$ cat config.mk
export PLATFORM = sky130hd
export DESIGN_NAME = serial_date_converter
export DESIGN_NICKNAME = d
export VERILOG_FILES = /design/src/design/sdc_pkg.sv /design/src/design/sdc_s2d.sv /design/src/design/sdc_d2s.sv /design/src/design/serial_date_converter.sv
export SDC_FILE = /design/constraint.sdc
export NUM_CORES = 2
export LEC_CHECK = 0
export BUFFER_PORTS_ARGS = -buffer_cell sky130_fd_sc_hd__buf_2
export CORE_MARGIN = 3
export CORE_UTILIZATION = 60
export DETAILED_ROUTE_END_ITERATION = 7
export GPL_ROUTABILITY_DRIVEN = 0
export HOLD_SLACK_MARGIN = 0.02
export PLACE_DENSITY = 0.77
export SLEW_MARGIN = 20
export SYNTH_ARGS = -nofsm -noshare
export SYNTH_HDL_FRONTEND = slang
export SYNTH_SLANG_ARGS = --single-unit
export TNS_END_PERCENT = 10
$ cat constraint.sdc
create_clock -name i_clk -period 20.7 [get_ports i_clk]
set_input_delay 1.035 -clock i_clk [delete_from_list [all_inputs] [get_ports i_clk]]
set_output_delay 1.035 -clock i_clk [all_outputs]
set_load 0.005 [all_outputs]
$ cat src/design/sdc_pkg.sv
// ----------------------------------------------------------------------------
// sdc_pkg
// Shared types, widths, calendar constants and small lookup functions for
// the serial day number / calendar date converter.
// ----------------------------------------------------------------------------
`timescale 1ns / 1ps

package sdc_pkg;

    // Total register stages, including the output register.
    localparam int STAGES    = 11;
    localparam int DP_STAGES = STAGES - 1;

    localparam int SERIAL_W = 22;
    localparam int YEAR_W   = 14;
    localparam int MONTH_W  = 4;
    localparam int DAY_W    = 5;

    localparam int SERIAL_MAX  = 2958465;
    localparam int LEAP_SERIAL = 60;
    localparam int YEAR_MIN    = 1900;
    localparam int YEAR_MAX    = 9999;
    localparam int LEAP_MONTH  = 2;
    localparam int LEAP_DAY    = 29;
    localparam int MONTH_MAX   = 12;
    localparam int DAY_MAX     = 31;

    localparam logic MODE_TO_DATE   = 1'b0;
    localparam logic MODE_TO_SERIAL = 1'b1;

    typedef logic [DP_STAGES-1:0] t_dp_en;
    typedef logic [SERIAL_W-1:0]  t_serial;
    typedef logic [YEAR_W-1:0]    t_year;
    typedef logic [MONTH_W-1:0]   t_month;
    typedef logic [DAY_W-1:0]     t_day;

    typedef struct packed {
        t_year  year;
        t_month month;
        t_day   day;
        logic   ok;
    } t_date_res;

    typedef struct packed {
        t_serial serial;
        logic    ok;
    } t_serial_res;

    // floor(367 * mm / 12), where mm is the month counted from March
    function automatic logic [8:0] month_term(t_month month);
        logic [8:0] term;
        case (month)
            4'd0:    term = 9'd305;
            4'd1:    term = 9'd336;
            4'd2:    term = 9'd367;
            4'd3:    term = 9'd30;
            4'd4:    term = 9'd61;
            4'd5:    term = 9'd91;
            4'd6:    term = 9'd122;
            4'd7:    term = 9'd152;
            4'd8:    term = 9'd183;
            4'd9:    term = 9'd214;
            4'd10:   term = 9'd244;
            4'd11:   term = 9'd275;
            4'd12:   term = 9'd305;
            default: term = 9'd0;
        endcase
        return term;
    endfunction

    // floor(2447 * j / 80)
    function automatic logic [8:0] day_base(logic [3:0] j);
        logic [8:0] base;
        case (j)
            4'd0:    base = 9'd0;
            4'd1:    base = 9'd30;
            4'd2:    base = 9'd61;
            4'd3:    base = 9'd91;
            4'd4:    base = 9'd122;
            4'd5:    base = 9'd152;
            4'd6:    base = 9'd183;
            4'd7:    base = 9'd214;
            4'd8:    base = 9'd244;
            4'd9:    base = 9'd275;
            4'd10:   base = 9'd305;
            4'd11:   base = 9'd336;
            4'd12:   base = 9'd367;
            4'd13:   base = 9'd397;
            4'd14:   base = 9'd428;
            default: base = 9'd458;
        endcase
        return base;
    endfunction

endpackage

$ cat src/design/sdc_s2d.sv
// ----------------------------------------------------------------------------
// sdc_s2d
// Serial day number to calendar date datapath. Ten register stages; each
// constant division is a reciprocal multiply followed by a one-step
// remainder correction in the next stage.
// ----------------------------------------------------------------------------
`timescale 1ns / 1ps

module sdc_s2d (
    input  logic                i_clk,
    input  sdc_pkg::t_dp_en     i_en,
    input  sdc_pkg::t_serial    i_serial_in,
    output sdc_pkg::t_date_res  o_res
);

    logic [sdc_pkg::DP_STAGES-1:0] r_ok;
    logic [sdc_pkg::DP_STAGES-1:0] r_leap;

    logic [22:0] r0_l, r1_l, r2_l;
    logic [7:0]  r1_qn;
    logic [7:0]  r2_n, r3_n, r4_n, r5_n, r6_n, r7_n, r8_n, r9_n;
    logic [15:0] r3_l2, r4_l2, r5_l2, r6_l2;
    logic [27:0] r4_x, r5_x;
    logic [6:0]  r5_qi;
    logic [6:0]  r6_i, r7_i, r8_i, r9_i;
    logic [9:0]  r7_l3, r8_l3, r9_l3;
    logic [3:0]  r8_qj, r9_j;

    logic        w_ok_in, w_leap_in;
    logic [22:0] w_s_adj, w_l;
    logic [32:0] w_pn;
    logic [24:0] w_qd, w_rn, w_nd;
    logic [22:0] w_l2;
    logic [16:0] w_l2p;
    logic [35:0] w_pi;
    logic [27:0] w_qid, w_ri;
    logic [17:0] w_id;
    logic [16:0] w_l3;
    logic [20:0] w_pj;
    logic [14:0] w_x80, w_qjd, w_rj;
    logic        w_l4;
    logic [9:0]  w_day;
    logic [3:0]  w_month;
    logic [13:0] w_year;

    always_comb begin
        w_ok_in   = (i_serial_in != '0) &&
                    (i_serial_in <= sdc_pkg::SERIAL_W'(sdc_pkg::SERIAL_MAX));
        w_leap_in = (i_serial_in == sdc_pkg::SERIAL_W'(sdc_pkg::LEAP_SERIAL));
        // serials before the fictitious leap day sit one day early
        w_s_adj   = {1'b0, i_serial_in} +
                    23'(i_serial_in < sdc_pkg::SERIAL_W'(sdc_pkg::LEAP_SERIAL));
        w_l       = w_s_adj + 23'd2483588;

        w_pn  = 33'(r0_l) * 33'd916;
        w_qd  = 25'(r1_qn) * 25'd146097;
        w_rn  = {r1_l, 2'b00} - w_qd;
        w_nd  = 25'(r2_n) * 25'd146097 + 25'd3;
        w_l2  = r2_l - w_nd[24:2];
        w_l2p = {1'b0, r3_l2} + 17'd1;
        w_pi  = 36'(r4_x) * 36'd183;
        w_qid = 28'(r5_qi) * 28'd1461001;
        w_ri  = r5_x - w_qid;
        w_id  = 18'(r6_i) * 18'd1461;
        w_l3  = {1'b0, r6_l2} - {1'b0, w_id[17:2]} + 17'd31;
        w_pj  = 21'(r7_l3) * 21'd1040;
        w_x80 = 15'(r8_l3) * 15'd80;
        w_qjd = 15'(r8_qj) * 15'd2447;
        w_rj  = w_x80 - w_qjd;
    end

    always_ff @(posedge i_clk) begin
        if (i_en[0]) begin
            r0_l      <= w_l;
            r_ok[0]   <= w_ok_in;
            r_leap[0] <= w_leap_in;
        end
        for (int k = 1; k < sdc_pkg::DP_STAGES; k++) begin
            if (i_en[k]) begin
                r_ok[k]   <= r_ok[k-1];
                r_leap[k] <= r_leap[k-1];
            end
        end
        if (i_en[1]) begin
            r1_l  <= r0_l;
            r1_qn <= w_pn[32:25];
        end
        if (i_en[2]) begin
            r2_l <= r1_l;
            r2_n <= r1_qn + 8'(w_rn >= 25'd146097);
        end
        if (i_en[3]) begin
            r3_n  <= r2_n;
            r3_l2 <= w_l2[15:0];
        end
        if (i_en[4]) begin
            r4_n  <= r3_n;
            r4_l2 <= r3_l2;
            r4_x  <= 28'(w_l2p) * 28'd4000;
        end
        if (i_en[5]) begin
            r5_n  <= r4_n;
            r5_l2 <= r4_l2;
            r5_x  <= r4_x;
            r5_qi <= w_pi[34:28];
        end
        if (i_en[6]) begin
            r6_n  <= r5_n;
            r6_l2 <= r5_l2;
            r6_i  <= r5_qi + 7'(w_ri >= 28'd1461001);
        end
        if (i_en[7]) begin
            r7_n  <= r6_n;
            r7_i  <= r6_i;
            r7_l3 <= w_l3[9:0];
        end
        if (i_en[8]) begin
            r8_n  <= r7_n;
            r8_i  <= r7_i;
            r8_l3 <= r7_l3;
            r8_qj <= w_pj[18:15];
        end
        if (i_en[9]) begin
            r9_n  <= r8_n;
            r9_i  <= r8_i;
            r9_l3 <= r8_l3;
            r9_j  <= r8_qj + 4'(w_rj >= 15'd2447);
        end
    end

    always_comb begin
        w_l4    = (r9_j >= 4'd11);
        w_day   = r9_l3 - 10'(sdc_pkg::day_base(r9_j));
        w_month = w_l4 ? (r9_j - 4'd10) : (r9_j + 4'd2);
        w_year  = 14'(14'(r9_n - 8'd49) * 14'd100) + 14'(r9_i) + 14'(w_l4);

        o_res = '0;
        if (r_ok[sdc_pkg::DP_STAGES-1]) begin
            o_res.ok = 1'b1;
            if (r_leap[sdc_pkg::DP_STAGES-1]) begin
                o_res.year  = sdc_pkg::YEAR_W'(sdc_pkg::YEAR_MIN);
                o_res.month = sdc_pkg::MONTH_W'(sdc_pkg::LEAP_MONTH);
                o_res.day   = sdc_pkg::DAY_W'(sdc_pkg::LEAP_DAY);
            end else begin
                o_res.year  = w_year;
                o_res.month = w_month;
                o_res.day   = w_day[4:0];
            end
        end
    end

endmodule

$ cat src/design/sdc_d2s.sv
// ----------------------------------------------------------------------------
// sdc_d2s
// Calendar date to serial day number datapath. Six computing stages, then
// a delay line that lines the result up with the date path.
// ----------------------------------------------------------------------------
`timescale 1ns / 1ps

module sdc_d2s (
    input  logic                 i_clk,
    input  sdc_pkg::t_dp_en      i_en,
    input  sdc_pkg::t_year       i_year_in,
    input  sdc_pkg::t_month      i_month_in,
    input  sdc_pkg::t_day        i_day_in,
    output sdc_pkg::t_serial_res o_res
);

    localparam int CALC_STAGES = 6;

    logic [CALC_STAGES-2:0] r_ok;
    logic [CALC_STAGES-2:0] r_leap;

    logic [14:0] r0_ya, r0_yb, r1_yb;
    logic [8:0]  r0_mt, r1_mt, r2_mt;
    logic [4:0]  r0_day, r1_day, r2_day;
    logic [23:0] r1_t1, r2_t1;
    logic [8:0]  r1_qc, r2_c;
    logic [8:0]  r3_t3;
    logic [23:0] r3_part, r4_s;

    sdc_pkg::t_serial_res r_tail [CALC_STAGES-1:sdc_pkg::DP_STAGES-1];

    logic        w_a, w_ok_in, w_leap_in;
    logic [14:0] w_ya, w_yb;
    logic [25:0] w_t1p;
    logic [22:0] w_pc;
    logic [15:0] w_rc;
    logic [10:0] w_c3;
    logic [23:0] w_s;

    always_comb begin
        w_a       = (i_month_in <= sdc_pkg::MONTH_W'(sdc_pkg::LEAP_MONTH));
        w_ya      = 15'(i_year_in) + (w_a ? 15'd4799 : 15'd4800);
        w_yb      = 15'(i_year_in) + (w_a ? 15'd4899 : 15'd4900);
        w_ok_in   = (i_year_in >= sdc_pkg::YEAR_W'(sdc_pkg::YEAR_MIN)) &&
                    (i_year_in <= sdc_pkg::YEAR_W'(sdc_pkg::YEAR_MAX)) &&
                    (i_month_in != '0) &&
                    (i_month_in <= sdc_pkg::MONTH_W'(sdc_pkg::MONTH_MAX)) &&
                    (i_day_in != '0) &&
                    (i_day_in <= sdc_pkg::DAY_W'(sdc_pkg::DAY_MAX));
        w_leap_in = (i_year_in == sdc_pkg::YEAR_W'(sdc_pkg::YEAR_MIN)) &&
                    (i_month_in == sdc_pkg::MONTH_W'(sdc_pkg::LEAP_MONTH)) &&
                    (i_day_in == sdc_pkg::DAY_W'(sdc_pkg::LEAP_DAY));

        w_t1p = 26'(r0_ya) * 26'd1461;
        w_pc  = 23'(r0_yb) * 23'd163;
        w_rc  = 16'(r1_yb) - 16'(16'(r1_qc) * 16'd100);
        w_c3  = 11'(r2_c) * 11'd3;

        // the fictitious leap day keeps its own serial; earlier dates drop one
        if (r_leap[CALC_STAGES-2]) begin
            w_s = 24'(sdc_pkg::LEAP_SERIAL);
        end else if (r4_s <= 24'(sdc_pkg::LEAP_SERIAL)) begin
            w_s = r4_s - 24'd1;
        end else begin
            w_s = r4_s;
        end
    end

    always_ff @(posedge i_clk) begin
        if (i_en[0]) begin
            r0_ya     <= w_ya;
            r0_yb     <= w_yb;
            r0_mt     <= sdc_pkg::month_term(i_month_in);
            r0_day    <= i_day_in;
            r_ok[0]   <= w_ok_in;
            r_leap[0] <= w_leap_in;
        end
        for (int k = 1; k < CALC_STAGES - 1; k++) begin
            if (i_en[k]) begin
                r_ok[k]   <= r_ok[k-1];
                r_leap[k] <= r_leap[k-1];
            end
        end
        if (i_en[1]) begin
            r1_yb  <= r0_yb;
            r1_mt  <= r0_mt;
            r1_day <= r0_day;
            r1_t1  <= w_t1p[25:2];
            r1_qc  <= w_pc[22:14];
        end
        if (i_en[2]) begin
            r2_mt  <= r1_mt;
            r2_day <= r1_day;
            r2_t1  <= r1_t1;
            r2_c   <= r1_qc + 9'(w_rc >= 16'd100);
        end
        if (i_en[3]) begin
            r3_t3   <= w_c3[10:2];
            r3_part <= r2_t1 + 24'(r2_mt) + 24'(r2_day);
        end
        if (i_en[4]) begin
            r4_s <= r3_part - 24'(r3_t3) - 24'd2447094;
        end
        if (i_en[CALC_STAGES-1]) begin
            r_tail[CALC_STAGES-1].serial <= w_s[sdc_pkg::SERIAL_W-1:0];
            r_tail[CALC_STAGES-1].ok     <= r_ok[CALC_STAGES-2];
        end
        for (int k = CALC_STAGES; k < sdc_pkg::DP_STAGES; k++) begin
            if (i_en[k]) begin
                r_tail[k] <= r_tail[k-1];
            end
        end
    end

    always_comb begin
        o_res = '0;
        if (r_tail[sdc_pkg::DP_STAGES-1].ok) begin
            o_res = r_tail[sdc_pkg::DP_STAGES-1];
        end
    end

endmodule

$ cat src/design/serial_date_converter.sv
// ----------------------------------------------------------------------------
// serial_date_converter: datapath stages, then output register, to o_valid.
// Throughput one transaction per cycle; a full stage holds under i_stall only
// when every stage after it is full, so bubbles are squeezed out.
// Synchronous active-low reset clears the stage valid bits; data is not reset.
// ----------------------------------------------------------------------------
`timescale 1ns / 1ps

module serial_date_converter (
    input  logic                   i_clk,
    input  logic                   i_rst_n,
    input  logic                   i_valid,
    output logic                   o_stall,
    input  logic                   i_mode,
    input  logic [21:0]            i_serial_in,
    input  logic [13:0]            i_year_in,
    input  logic [3:0]             i_month_in,
    input  logic [4:0]             i_day_in,
    output logic                   o_valid,
    input  logic                   i_stall,
    output logic [21:0]            o_serial_out,
    output logic [13:0]            o_year_out,
    output logic [3:0]             o_month_out,
    output logic [4:0]             o_day_out,
    output logic                   o_valid_res
);

    localparam int N = sdc_pkg::STAGES;
    localparam int D = sdc_pkg::DP_STAGES;

    logic [N-1:0] r_vld, n_vld;
    logic [D-1:0] r_mode;

    logic [N-1:0] w_en;
    logic [N-1:0] w_vld_in;
    logic [D-1:0] w_mode_in;

    sdc_pkg::t_date_res   w_dres;
    sdc_pkg::t_serial_res w_sres;

    sdc_pkg::t_serial r_serial_out, n_serial_out;
    sdc_pkg::t_year   r_year_out, n_year_out;
    sdc_pkg::t_month  r_month_out, n_month_out;
    sdc_pkg::t_day    r_day_out, n_day_out;
    logic             r_valid_res, n_valid_res;

    // a stage may load when the sink takes data or it or any later stage is empty
    always_comb begin
        w_vld_in  = {r_vld[N-2:0], i_valid};
        w_mode_in = {r_mode[D-2:0], i_mode};
        for (int k = 0; k < N; k++) begin
            w_en[k]  = !i_stall || (((~r_vld) >> k) != '0);
            n_vld[k] = w_en[k] ? w_vld_in[k] : r_vld[k];
        end
    end

    always_ff @(posedge i_clk) begin
        if (!i_rst_n) begin
            r_vld <= '0;
        end else begin
            r_vld <= n_vld;
        end
    end

    always_ff @(posedge i_clk) begin
        for (int k = 0; k < D; k++) begin
            if (w_en[k]) begin
                r_mode[k] <= w_mode_in[k];
            end
        end
    end

    sdc_s2d u_s2d (
        .i_clk       (i_clk),
        .i_en        (w_en[D-1:0]),
        .i_serial_in (i_serial_in),
        .o_res       (w_dres)
    );

    sdc_d2s u_d2s (
        .i_clk      (i_clk),
        .i_en       (w_en[D-1:0]),
        .i_year_in  (i_year_in),
        .i_month_in (i_month_in),
        .i_day_in   (i_day_in),
        .o_res      (w_sres)
    );

    always_comb begin
        n_serial_out = '0;
        n_year_out   = '0;
        n_month_out  = '0;
        n_day_out    = '0;
        if (r_mode[D-1] == sdc_pkg::MODE_TO_SERIAL) begin
            n_serial_out = w_sres.serial;
            n_valid_res  = w_sres.ok;
        end else begin
            n_year_out  = w_dres.year;
            n_month_out = w_dres.month;
            n_day_out   = w_dres.day;
            n_valid_res = w_dres.ok;
        end
    end

    always_ff @(posedge i_clk) begin
        if (w_en[N-1]) begin
            r_serial_out <= n_serial_out;
            r_year_out   <= n_year_out;
            r_month_out  <= n_month_out;
            r_day_out    <= n_day_out;
            r_valid_res  <= n_valid_res;
        end
    end

    assign o_stall      = !w_en[0];
    assign o_valid      = r_vld[N-1];
    assign o_serial_out = r_serial_out;
    assign o_year_out   = r_year_out;
    assign o_month_out  = r_month_out;
    assign o_day_out    = r_day_out;
    assign o_valid_res  = r_valid_res;

endmodule

Word-level counts from Yosys, hierarchy flattened
Memories as Yosys holds them, arrays and structs flattened. A register that Yosys moved wholly into a read port is not among the register bits.
Index checks and enable logic that the tools add are counted.
{"block": "totals", "ff_bits": 592, "ramBits": 115, "mem_bits_ro": 288, "inputBits": 50, "output_inout_bits": 48, "elab_cells": 224, "memories": 3}
{"block": "op_classes", "addsub": 28, "multipliers": 15, "n_lt_le_gt_ge": 13, "n_eq_ne": 4, "n_mux": 20, "n_bitwise": 2, "reduce_logical": 37}
{"memory": "(no name shown)", "words": 16, "width": 9, "rd": 1, "rd_clocked_by_memory_dff": 1, "wr": 0, "line_no": "sdc_pkg.sv:52", "text": "case (month)"}
{"memory": "(no name shown)", "words": 16, "width": 9, "rd": 1, "rd_clocked_by_memory_dff": 1, "wr": 0, "line_no": "sdc_pkg.sv:74", "text": "case (j)"}
{"memory": "u_d2s.r_tail", "words": 5, "width": 23, "rd": 5, "rd_clocked_by_memory_dff": 0, "wr": 5, "line_no": "sdc_d2s.sv:30", "text": "sdc_pkg::t_serial_res r_tail [CALC_STAGES-1:sdc_pkg::DP_STAGES-1];"}
{"operator": "$reduce_bool A11 Y1", "count": 10}
{"operator": "$mux W22", "count": 2}
{"operator": "$mul A23 B8 Y31 const B", "count": 1}
{"operator": "$add A14 B15 Y15", "count": 2}
{"operator": "$mul A23 B8 Y30 const B", "count": 1}
{"operator": "$ge A28 B21 Y1 const B", "count": 1}
{"operator": "$mul A7 B21 Y28 const B", "count": 1}
{"operator": "$sub A28 B28 Y28", "count": 1}
{"operator": "$mul A15 B11 Y26 const B", "count": 1}
{"operator": "$ge A25 B18 Y1 const B", "count": 1}
{"operator": "$mul A8 B18 Y25 const B", "count": 1}
{"operator": "$sub A25 B25 Y25", "count": 1}
{"operator": "$add A24 B5 Y24", "count": 1}
{"operator": "$add A24 B9 Y24", "count": 1}
{"operator": "$le A24 B6 Y1 const B", "count": 1}
{"operator": "$sub A24 B22 Y24 const B", "count": 1}
{"operator": "$sub A24 B9 Y24", "count": 1}
{"operator": "$add A22 B1 Y23", "count": 1}
{"operator": "$add A23 B22 Y23 const B", "count": 1}
{"operator": "$mul A15 B8 Y23 const B", "count": 1}
{"operator": "$mul A17 B7 Y23 const B", "count": 1}
{"operator": "$eq A22 B6 Y1 const B", "count": 1}
{"operator": "$le A22 B22 Y1 const B", "count": 1}
{"operator": "$lt A22 B6 Y1 const B", "count": 1}
{"operator": "53 further kinds", "count": 84}

Logic depth before layout (Yosys ltp)
{"block": "depth", "depth_word": 6, "depth_mapped": 25, "depth_no_buf": 25}

By module
A second synthesis with hierarchy kept.
{"block": "unflattened", "hier_cells": 4633, "area_unflattened_um2": 54603.6}
{"mod": "sdc_s2d", "n_inst": 1, "cells_per_inst": 2849, "area_each_um2": 31826.8, "seq_area_each_um2": 9529.1}
{"mod": "sdc_d2s", "n_inst": 1, "cells_per_inst": 1624, "area_each_um2": 20314.5, "seq_area_each_um2": 9939.5}
{"mod": "serial_date_converter", "n_inst": 1, "cells_per_inst": 160, "area_each_um2": 2462.4, "seq_area_each_um2": 1901.8}

Worst setup path after synthesis
No wires, ideal clock.
{"block": "synth_path", "path_kind": "input to output", "start": "in i_stall", "end": "out o_stall", "t_arrival_ns": 6.787, "t_required_ns": 19.665, "setup_slack_ns": 12.878, "cell_stages": 10, "path_buffers": 1, "path_cell_list": "and3_1 clkbuf_1 nand2_1 nor2_1 and2_1 nand2_1 nor2_1 and3_1 nand2_1 inv_1"}
{"block": "synth_via", "elab_chain_cells": 3}
{"item": "start: declaration", "line_no": "serial_date_converter.sv:20", "text": "input logic i_stall,"}
{"item": "$logic_not A1 Y1", "line_no": "serial_date_converter.sv:52", "text": "w_en[k] = !i_stall || (((~r_vld) >> k) != '0);"}
{"item": "$logic_or A1 B1 Y1", "line_no": "serial_date_converter.sv:52"}
{"item": "$logic_not A1 Y1", "line_no": "serial_date_converter.sv:115", "text": "assign o_stall = !w_en[0];"}
{"item": "end: declaration", "line_no": "serial_date_converter.sv:13", "text": "output logic o_stall,"}
No other way between the ends.

==> results.rst <==
.. list-table::
   :header-rows: 1

   * - Metric
     - Value
   * - Run status
     - finished, final reports clean
   * - Seq cells post-synth
     - 717
   * - R2R Path Start
     - u_s2d.r8_qj[1]
   * - Worst setup SP type
     - register
   * - Final count of hold timing violations
     - 0
   * - Xor and xnor area share after synthesis
     - 5.56%
   * - Vias in the first global route
     - 33,700
   * - Fraction of synthesis flops using an asynchronous set or reset pin
     - 0%
   * - Required @ worst endpoint
     - 21.23 ns
   * - Highest fanout seen on the critical path
     - 10
   * - Worst setup path startpoint
     - u_s2d.r8_qj[1]
   * - Cts-stage hold buffer count
     - 0
   * - Layout Skew
     - 0.0260 ns
   * - CP dominant cell by count
     - sky130_fd_sc_hd__ha_1
   * - Worst path max stage delay
     - 0.63 ns
   * - Leading post-synthesis cells by cell area
     - sky130_fd_sc_hd__edfxtp_1 39%, sky130_fd_sc_hd__ha_1 18%, sky130_fd_sc_hd__fa_1 15%, sky130_fd_sc_hd__inv_1 6.1%, sky130_fd_sc_hd__xnor2_1 3.8%
   * - Most frequently used flop master after synthesis
     - sky130_fd_sc_hd__edfxtp_1
   * - Area growth from synthesis to layout
     - 8.30%
   * - Drt pass-1 iters
     - 5
   * - Most frequent cells in the layout
     - 877 x sky130_fd_sc_hd__inv_1, 797 x sky130_fd_sc_hd__ha_1, 701 x sky130_fd_sc_hd__edfxtp_1
   * - Worst min-delay path startpoint
     - u_s2d.r_leap[3]
   * - Endpoint kind of the worst setup timing path
     - register
   * - Worst setup path class
     - register to register
   * - Final critical-path share of the clock period
     - 31.2%
   * - Share of final-layout standard cells stronger than drive strength 1
     - 5.65%
   * - Buffer cell driving the clock tree root
     - sky130_fd_sc_hd__clkbuf_16
   * - Setup bufs post-CTS
     - 0
   * - Number of antenna violations at the first check in global routing
     - 1
   * - Insertion delay to the later sink of the worst-skew pair
     - 0.64 ns
   * - Drt via density
     - 5.46
   * - Overall die area
     - 0.0937 mm²
   * - Synth Area per Inst
     - 11.9 µm²
   * - Detailed Route WL
     - 96.2 mm
   * - Post-synthesis cell count
     - 4,549
   * - Library cells used by synthesis
     - 84
   * - Routed len/inst
     - 16.2 µm
   * - Clk sinks
     - 717
   * - Post-Synthesis Net Count
     - 5,813
   * - Share of the synthesized area in the top cell type
     - 39.0%
   * - Rel. slew slack
     - 28.2%
   * - Post-layout utilization of the core
     - 65.9%
   * - Clock transition at the registers of the reported paths
     - 0.06 ns
   * - Mapped cell area
     - 0.0540 mm²
   * - Total Negative Setup Slacks
     - 0 ns
   * - Setup repair after global routing missed its margin
     - no
   * - Global-route wire length before repair
     - 163 mm
   * - IO Count
     - 98
   * - Dominant combinational cell family by area after synthesis
     - adder cells
   * - Actual transition at the worst max-transition pin
     - 1.07 ns
   * - Share of cell area taken by muxes after synthesis
     - 0.315%
   * - CTS tree
     - built
   * - Die X
     - 306 µm
   * - Diodes inserted
     - 0
   * - Count of buffers from port buffering
     - 97
   * - Maximum number of pins on one net before global-route repair
     - 77
   * - Post-placement cell count
     - 5,786
   * - Congestion Overflow GR
     - 0
   * - GRT Total Usage
     - 21.3%
   * - Number of max-capacitance violations reported
     - 0
   * - Number of standard-cell rows in the floorplan
     - 109
   * - Crit path cell chain
     - inv_1 > fa_1 > inv_1 > ha_1 > inv_1 > fa_1 > ha_1 > a21oi_1 > o21bai_1 > a2111oi_0 > nor3_1 > a2111oi_0 > a21oi_1 > a211oi_1 > o22ai_1 > ha_1 > ha_1 > nand2_1 > a21boi_1 > inv_1 > ha_1 > nor3_1 > a21oi_1 > a22o_1
   * - Share of synthesized area occupied by flip-flops and latches
     - 39.6%
   * - Total half-perimeter wirelength after legalization and detailed placement
     - 76.2 mm
   * - Number of nets in the layout
     - 5,964
   * - Most area-hungry cell type in the Yosys netlist
     - sky130_fd_sc_hd__edfxtp_1
   * - Path category of the worst min-delay check
     - register to register
   * - Core Region
     - 0.0888 mm²
   * - Initial Utilization
     - 60.8%
   * - Adder-cell share of the synthesized area
     - 33.9%
   * - Commonest non-fill, non-tap cell in the layout
     - sky130_fd_sc_hd__inv_1
   * - Detailed Route Iter0 Violations
     - 1,627
   * - Total of warnings raised by yosys
     - 0
   * - EDFF count, synth
     - 701
   * - Synthesized-area fraction occupied by and/or/nand/nor cells
     - 6.52%
   * - Filler instances
     - 6,457
   * - Via count
     - 32,400
   * - Final hold slack
     - 0.403 ns
   * - Num CTS Buffers
     - 77
   * - Critical-path cell with the highest stage delay
     - sky130_fd_sc_hd__a21boi_1
   * - Post-Layout Cell Count
     - 5,927
   * - Antenna viol nets, final
     - 0
   * - CTS HTree Levels
     - 3
   * - Min cycle time layout
     - 6.45 ns
   * - Cells resized by post-CTS repair
     - 0
   * - Floorplan die height
     - 306 µm
   * - Remaining DRCs
     - 0
   * - Arr. time, crit path
     - 6.98 ns
   * - Buffers from clock root to sink, at most
     - 3
   * - Share of the synthesized area in compound gates (AO/OA/AOI/OAI)
     - 7.76%
   * - # setup viols final
     - 0
   * - Number of max-slew violations in the final report
     - 0
   * - FMAX
     - 155 MHz
routing by layer:
| metal | global-route usage [%] | vias to the layer above | part of all wire (%) |
|---|---|---|---|
| met4 | 6.67 | 2 | 3.1 |
| met1 | 26.8 | 15700 | 43 |
| met5 | 0 | - | 0.014 |
| met2 | 38.3 | 606 | 51 |
| li1 | - | 15900 | - |
| met3 | 2.88 | 213 | 3.6 |
synth_stat cells (all sizes together), types with 60 or more instances:
cell / number
nor2: 190
fa: 417
xor2: 111
edfxtp: 701
xnor2: 232
nand2: 151
ha: 797
a21oi: 204
a21o: 67
inv: 881
nor3: 60
o21ai: 97
flip-flops by register name (all words and copies together) (netlist names), 24 cells and up, named ones only:
register / flops
u_d2s.r3_part: 24
u_d2s.r_tail: 115
u_d2s.r4_s: 24
u_d2s.r1_t1: 24
u_d2s.r2_t1: 24
cells by family (layout without fill, tap and decap cells):
kind of cell,Yosys count,after routing
AO/OA/AOI/OAI,638,638
XOR/XNOR,343,343
adder cells (fa/ha/maj),1214,1214
buffers and inverters,914,1127
flip-flops,717,717
multiplexers,14,14
AND/OR/NAND/NOR,709,709
stage by stage:
stage | instance area [µm²] | worst slack [ns]
2_1_floorplan | 54000 | 12.88
3_3_place_gp | 55900 | 14.44
3_5_place_dp | 55900 | 14.30
4_1_cts | 58500 | 14.28
5_1_grt | 58500 | 13.78
6_report | 58500 | 14.25
path summary, 6_finish.rpt:
path | end | slack [ns] | cells past startpoint
max | register | 14.25 | 24
min reg2reg | u_s2d.r_leap[4] | 0.40 | 0
min | u_s2d.r_leap[4] | 0.40 | 0
max reg2reg | register | 14.25 | 24
critical path: cells and delay by family (launching register included):
| family | cells | cell delay (ns) |
|---|---|---|
| compound gates | 10 | 2.54 |
| flops | 1 | 0.44 |
| fa+ha+maj | 7 | 2.43 |
| simple gates | 3 | 0.43 |
| buf+inv | 4 | 0.48 |
final cells by class:
class / count / area (µm²) / area share, %
flip-flops and latches: 717 / 21400 / 36.5
inverters: 882 / 3310 / 5.66
well taps: 1165 / 1460 / 2.49
clock inverters: 49 / 587 / 1.00
clock buffers: 92 / 1980 / 3.39
repair buffers: 104 / 538 / 0.920
multi-input cells: 2918 / 29200 / 50.0
Power is left out: the tool's default activity adds up to more than one toggle a clock period on the data nets, which glitch-free logic cannot reach.
